--- config.mk ---
export PLATFORM = sky130hd
export DESIGN_NAME = rrh_bin_map
export DESIGN_NICKNAME = d
export VERILOG_FILES = /design/src/rrh_pkg.sv /design/src/rrh_bin_map.sv
export SDC_FILE = /design/constraint.sdc
export NUM_CORES = 1
export LEC_CHECK = 0
export BUFFER_PORTS_ARGS = -buffer_cell sky130_fd_sc_hd__buf_2
export CAP_MARGIN = 20
export CORE_MARGIN = 4
export CORE_UTILIZATION = 45
export DETAILED_ROUTE_END_ITERATION = 16
export PLACE_DENSITY = 0.83
export SLEW_MARGIN = 0
export SYNTH_ARGS = -nofsm -noshare
export SYNTH_HDL_FRONTEND = slang
export SYNTH_SLANG_ARGS = --single-unit
--- constraint.sdc ---
create_clock -name vclk -period 7.48
set_clock_uncertainty 0.05 [all_clocks]
set_input_delay 0.374 -clock vclk [all_inputs]
set_output_delay 0.374 -clock vclk [all_outputs]
set_load 0.05 [all_outputs]
--- src/rrh_pkg.sv ---
// Package for the region-of-interest rebinned histogram.
// Holds command, status and register-index codes and the fixed register widths.
// No dependencies.
`default_nettype none

package rrh_pkg;

  // Fixed widths of the configuration registers and the command and status fields.
  localparam int CFG_COORD_BITS = 16;
  localparam int SPAN_BITS      = 5;
  localparam int SHIFT_BITS     = 4;
  localparam int CFG_INDEX_BITS = 3;
  localparam int CFG_DATA_BITS  = 16;

  typedef logic [1:0] cmd_t;
  typedef logic [1:0] status_t;
  typedef logic [CFG_INDEX_BITS-1:0] cfg_index_t;

  // Input commands. The unused code is treated as a plain read.
  localparam cmd_t CMD_COUNT      = 2'd0;
  localparam cmd_t CMD_READ       = 2'd1;
  localparam cmd_t CMD_READ_CLEAR = 2'd2;

  // Result status codes.
  localparam status_t ST_COUNTED = 2'd0;
  localparam status_t ST_OUTSIDE = 2'd1;
  localparam status_t ST_BEYOND  = 2'd2;
  localparam status_t ST_READ    = 2'd3;

  // Configuration register indexes.
  localparam cfg_index_t CFG_X_LOW       = 3'd0;
  localparam cfg_index_t CFG_X_HIGH      = 3'd1;
  localparam cfg_index_t CFG_Y_LOW       = 3'd2;
  localparam cfg_index_t CFG_Y_SPAN_LOG2 = 3'd3;
  localparam cfg_index_t CFG_REBIN_SHIFT = 3'd4;

endpackage

`default_nettype wire

--- src/rrh_bin_map.sv ---
// Maps one input word to its status and counter address: box test, span test,
// rebin shift and store-range check. Depends on rrh_pkg.
`default_nettype none

module rrh_bin_map
  import rrh_pkg::*;
#(
  parameter int COORD_BITS    = 16,
  parameter int BIN_ADDR_BITS = 12
) (
  input  wire cmd_t                     command,
  input  wire logic [COORD_BITS-1:0]    event_x,
  input  wire logic [COORD_BITS-1:0]    event_y,
  input  wire logic [BIN_ADDR_BITS-1:0] read_bin,
  input  wire logic [CFG_COORD_BITS-1:0] x_low,
  input  wire logic [CFG_COORD_BITS-1:0] x_high,
  input  wire logic [CFG_COORD_BITS-1:0] y_low,
  input  wire logic [SPAN_BITS-1:0]     y_span_log2,
  input  wire logic [SHIFT_BITS-1:0]    rebin_shift,
  output status_t                       status,
  output logic      [BIN_ADDR_BITS-1:0] bin_addr
);

  logic [COORD_BITS-1:0] xl;
  logic [COORD_BITS-1:0] xh;
  logic [COORD_BITS-1:0] yl;
  logic [COORD_BITS-1:0] dy;
  logic [COORD_BITS-1:0] bin;
  logic [SHIFT_BITS-1:0] shift_eff;
  logic                  in_x;
  logic                  y_ge;
  logic                  in_span;
  logic                  beyond;

  // Box bounds are taken modulo the coordinate width.
  always_comb begin
    xl = COORD_BITS'(x_low);
    xh = COORD_BITS'(x_high);
    yl = COORD_BITS'(y_low);
    in_x = (event_x >= xl) && (event_x < xh);
    y_ge = (event_y >= yl);
    dy = event_y - yl;
    // A shift past the vector width leaves zero, so a large span admits all.
    in_span = ((dy >> y_span_log2) == '0);
    shift_eff = (SPAN_BITS'(rebin_shift) >= y_span_log2) ? '0 : rebin_shift;
    bin = dy >> shift_eff;
    beyond = ((bin >> BIN_ADDR_BITS) != '0);
  end

  // Classify the word.
  always_comb begin
    status = ST_READ;
    bin_addr = read_bin;
    if (command == CMD_COUNT) begin
      if (!in_x || !y_ge || !in_span) begin
        status = ST_OUTSIDE;
        bin_addr = '0;
      end else if (beyond) begin
        status = ST_BEYOND;
        bin_addr = '0;
      end else begin
        status = ST_COUNTED;
        bin_addr = BIN_ADDR_BITS'(bin);
      end
    end
  end

endmodule

`default_nettype wire

Yosys cells after proc, flatten, opt, wreduce, memory -nomap -nowiden
Index checks and enable logic that the tools add are counted.
{ "classes": {"add_sub_neg": 1, "multipliers": 0, "n_div": 0, "magnitude_cmp": 4, "eq_ne": 0, "shift": 2, "muxes": 7, "bitwise_logic": 0, "n_reduce_logical": 9} }
{ "op_table": {"columns": ["op", "count"], "rows": [
  ["$mux W12", 3],
  ["$ge A16 B16 Y1", 2],
  ["$logic_not A16 Y1", 1],
  ["$lt A16 B16 Y1", 1],
  ["$reduce_bool A16 Y1", 1],
  ["$shr A16 B4 Y16", 1],
  ["$shr A16 B5 Y16", 1],
  ["$sub A16 B16 Y16", 1],
  ["$mux W2", 3],
  ["$ge A4 B5 Y1", 1],
  ["$mux W4", 1],
  ["$logic_not A1 Y1", 3],
  ["$logic_not A2 Y1", 1],
  ["$logic_or A1 B1 Y1", 2],
  ["$logic_and A1 B1 Y1", 1]
]} }
{ "totals": {"reg_bits": 0, "latch_bits": 0, "mem_bits_rw": 0, "romBits": 0, "input_bits": 103, "output_inout_bits": 14, "word_cells": 23, "memories": 0} }

Logic depth before layout (Yosys ltp)
{ "depth": {"word_depth": 7, "ltp_mapped": 14, "mapped_depth_nobuf": 13} }

Worst setup path after synthesis
OpenSTA, ideal clock, no wires.
{ "synth_path": {"kind": "input to output", "startpoint": "in event_y[0]", "endpoint": "out status[1]", "arrival_ps": 3880, "t_required_ps": 7056, "setup_slack_ps": 3176, "stages": 13, "path_buffers": 0, "path_cell_list": "inv_1 > ha_1 > inv_1 > fa_1 > a21o_1 > a221o_1 > a211o_1 > nand3_2 > a31oi_1 > a2111oi_2 > o21a_1 > a21oi_1 > o31ai_1"} }
{ "synth_between": {"elab_chain_len": 7, "elab_cells_between_ends": 13, "cone_classes": "add/sub: 1; order compare: 1; shift: 2; mux: 3; reduce/logical: 6"} }
{ "synth_rtl": {"columns": ["item", "line_no", "rtl"], "rows": [
  ["start: declaration", "rrh_bin_map.sv:13", "input wire logic [COORD_BITS-1:0] event_y,"],
  ["$sub A16 B16 Y16", "rrh_bin_map.sv:42", "dy = event_y - yl;"],
  ["$shr A16 B5 Y16", "rrh_bin_map.sv:44", "in_span = ((dy >> y_span_log2) == '0);"],
  ["$logic_not A16 Y1", "rrh_bin_map.sv:44", null],
  ["$logic_not A1 Y1", "rrh_bin_map.sv:55", "if (!in_x || !y_ge || !in_span) begin"],
  ["$logic_or A1 B1 Y1", "rrh_bin_map.sv:55", null],
  ["$mux W2 *", "rrh_bin_map.sv:55", null],
  ["$mux W2 *", "rrh_bin_map.sv:54", "if (command == CMD_COUNT) begin"],
  ["end: declaration", "rrh_bin_map.sv:20", "output status_t status,"]
]} }
Every way passes the cells marked *; elsewhere a longest branch is shown, timed or not.

Worst setup path in the final report
{ "layout_path": {"startpoint": "in event_y[0]", "endpoint": "out bin_addr[10]"} }
{ "layout_between": {"elab_chain_len": 7, "elab_cells_between_ends": 13, "cone_classes": "add/sub: 1; order compare: 1; shift: 2; mux: 3; reduce/logical: 6"} }
{ "layout_rtl": {"columns": ["item", "line_no", "rtl"], "rows": [
  ["$sub A16 B16 Y16", "rrh_bin_map.sv:42", null],
  ["$shr A16 B5 Y16", "rrh_bin_map.sv:44", null],
  ["$logic_not A16 Y1", "rrh_bin_map.sv:44", null],
  ["$logic_not A1 Y1", "rrh_bin_map.sv:55", null],
  ["$logic_or A1 B1 Y1", "rrh_bin_map.sv:55", null],
  ["$mux W12 *", "rrh_bin_map.sv:55", null],
  ["$mux W12 *", "rrh_bin_map.sv:54", null],
  ["end: declaration", "rrh_bin_map.sv:21", "output logic [BIN_ADDR_BITS-1:0] bin_addr"]
]} }
Marked as above.

==> flow_summary.toml <==
[timing]
finalHoldWorstSlack_ps = 1110
worst-slew-pin-transition_ps = 655
post-route-period-util_pct = 55.3
slew-limit-headroom_pct = 55.2
rsz0062_at_grt = "no"
layout_min_cycle_time_ps = 4140
clock.fmax_mhz = 242
setup_failing_eps_final = 0
timing.final.max_slew_violations = 0
final_hold_viol_count = 0
setup_total_negative_slack_ps = 0
final_critical_path_setup_slack_ps = 3340

[power_and_ir_drop]
pwr-share-clk_pct = 0
ir_worst_vdd_uv = 43.2
internal-power_uw = 133
pwr-share-comb_pct = 100.0
power.share.sequential_pct = 0
static_leakage_nw = 1.95
power.share.switching_pct = 61.4
switching_power_uw = 211
p_per_area_nw_per_um2 = 92.2
design_power_total_uw = 344

[setup_path]
endpoint_kind = "output port"
arrival_ps = 3710
timing.critical_path.required_ps = 7060
crit_fanout = 12
critPathKind = "input port to output port"
cp-start-kind = "input port"

[cts]
cts.repair_timing.setup_buffer_count = 0
cts.hold.buffers_added = 0
post_cts_resize_count = 0

[global_route]
grt_pass1_vias = 3679
maximum_number_of_pins_on_one_net_before_global_route_repair = 22
grt_overflow = 0
wire_length_of_the_first_global_routing_pass_um = 16500
number_of_antenna_violations_at_the_first_check_in_global_routing = 0
globalRouteTotalUtil_pct = 22.7

[synth]
syn_nets = 624
synth_top_area_cell = "sky130_fd_sc_hd__ha_1"
syn-instance-count = 468
yosys_warnings = 0
syn_avg_cell_area_um2 = 6.63
yosys.area.top_type_share_pct = 21.0
post_synth_most_frequent_cells = "59 x sky130_fd_sc_hd__inv_1, 52 x sky130_fd_sc_hd__ha_1, 45 x sky130_fd_sc_hd__nand2_1"
synth_top_cells_by_area = "sky130_fd_sc_hd__ha_1 21%, sky130_fd_sc_hd__inv_1 7.1%, sky130_fd_sc_hd__a21oi_1 6.4%"
yosysSeqAreaShare_pct = 0
mapped_area_um2 = 3100
cell_with_the_most_instances_after_synthesis = "sky130_fd_sc_hd__inv_1"
synth_cell_types = 66

[routing]
wl_per_instance_um = 15.4
drt_first_pass_iters = 5
vias_per_cell = 6.03
ant_nets = 0
dr_total_vias = 3917
drt_drc_violations_left = 0
drc_violation_total_after_the_first_tritonroute_iteration = 202
totalWireLength_um = 10000

[cells_and_area]
sequential_cell_count = 0
fillCellCount = 700
layout.core_utilization_pct = 55.1
multi_input_area_um2 = 2780
finalNetCount = 728
areaGrowthSynthToFinish_pct = 20.0
layout.cells.non_filler = 650
postLayoutCellArea_um2 = 3730
clock_buffer_count = 0
regArea_um2 = 0
diodes = 0
drive_gt1_share_pct = 24.6

[place]
dpl_worst_slack_ps = 3360
place.gp.congestion = 0.981
postPlaceCellArea_um2 = 3730
port_buffers = 117
place.detailed.instances = 650
dp_hpwl_um = 8530

[hold_path]
hold_path.class = "input port to output port"

[flow_run]
maxCapViolations = 0

[floorplanning]
io_pins = 117
floorplan.die_area_um2 = 8290
chipHeight_um = 91.1
die_w_um = 91.1
row_count = 30
initial_utilization_pct = 45.9
core_area_um2 = 6760

[outcome]
result_of_the_run = "finished, final reports clean"
-- metal layers --
metal  vias up  track usage, %  wire length [um]
met4         0            2.89               106
met2       192            40.8              4690
met1      1753            30.2              4380
met3         8            1.82               820
met5         -               0                 0
li1       1964               -                 -
-- cells in the final DEF, fill, tap and decap left out, drive strengths merged, types with 3 or more instances in the layout --
cell and instances:
or2 3, mux2i 5, and2 8, o21ai 33
a21oi 41, inv 59, nor4 7, a2111oi 5
xor2 5, or3 3, a21boi 4, o21a 4
a21o 8, ha 52, nand4 7, o211ai 11
a22o 7, nor2b 3, nor2 29, nor3 10
o31ai 6, a32o 8, o22ai 5, nand3 19
a211oi 15, a31oi 5, and3 5, xnor2 4
a211o 5, buf 122, nand2 45
-- power groups by stage --
stage	clock network, mW	logic, mW	registers [mW]
CTS	0	0.339	0
global placement	0	0.332	0
finish	0	0.344	0
floorplan	0	0.243	0
detailed placement	0	0.337	0
global route	0	0.381	0
-- area by class of cell --
class | instances | share of cell area, %
Multi-Input combinational cell | 389 | 74.6
Inverter | 59 | 5.94
Timing Repair Buffer | 122 | 16.7
Tap cell | 80 | 2.69
-- worst max-delay path: stages --
cell and delay [ps]:
sky130_fd_sc_hd__buf_2 90, sky130_fd_sc_hd__inv_1 70, sky130_fd_sc_hd__ha_1 140, sky130_fd_sc_hd__inv_1 40
sky130_fd_sc_hd__fa_1 410, sky130_fd_sc_hd__a21o_1 200, sky130_fd_sc_hd__a221o_1 410, sky130_fd_sc_hd__xnor2_2 290
sky130_fd_sc_hd__a21boi_2 200, sky130_fd_sc_hd__o221a_1 190, sky130_fd_sc_hd__a41oi_1 170, sky130_fd_sc_hd__o31ai_1 260
sky130_fd_sc_hd__o2111a_2 400, sky130_fd_sc_hd__a32o_1 200, sky130_fd_sc_hd__buf_2 250
-- cells by family (layout without fill, tap and decap cells) --
family                     after synthesis  count (layout)  synth area share (%)
and+or+nand+nor                        145             145                  22.5
muxes                                    6               6                  1.98
xor gates and xnor gates                 9               9                  2.78
buffers and inverters                   79             181                  10.4
AOI/OAI and AO/OA                      176             176                  40.7
adders and majority gates               53              53                  21.6
-- worst paths after layout --
check,cells past startpoint,to,slack (ps),start
max,15,bin_addr[10],3340,event_y[0]
min,4,bin_addr[6],1110,read_bin[6]
(Power assumes the default switching activity.)
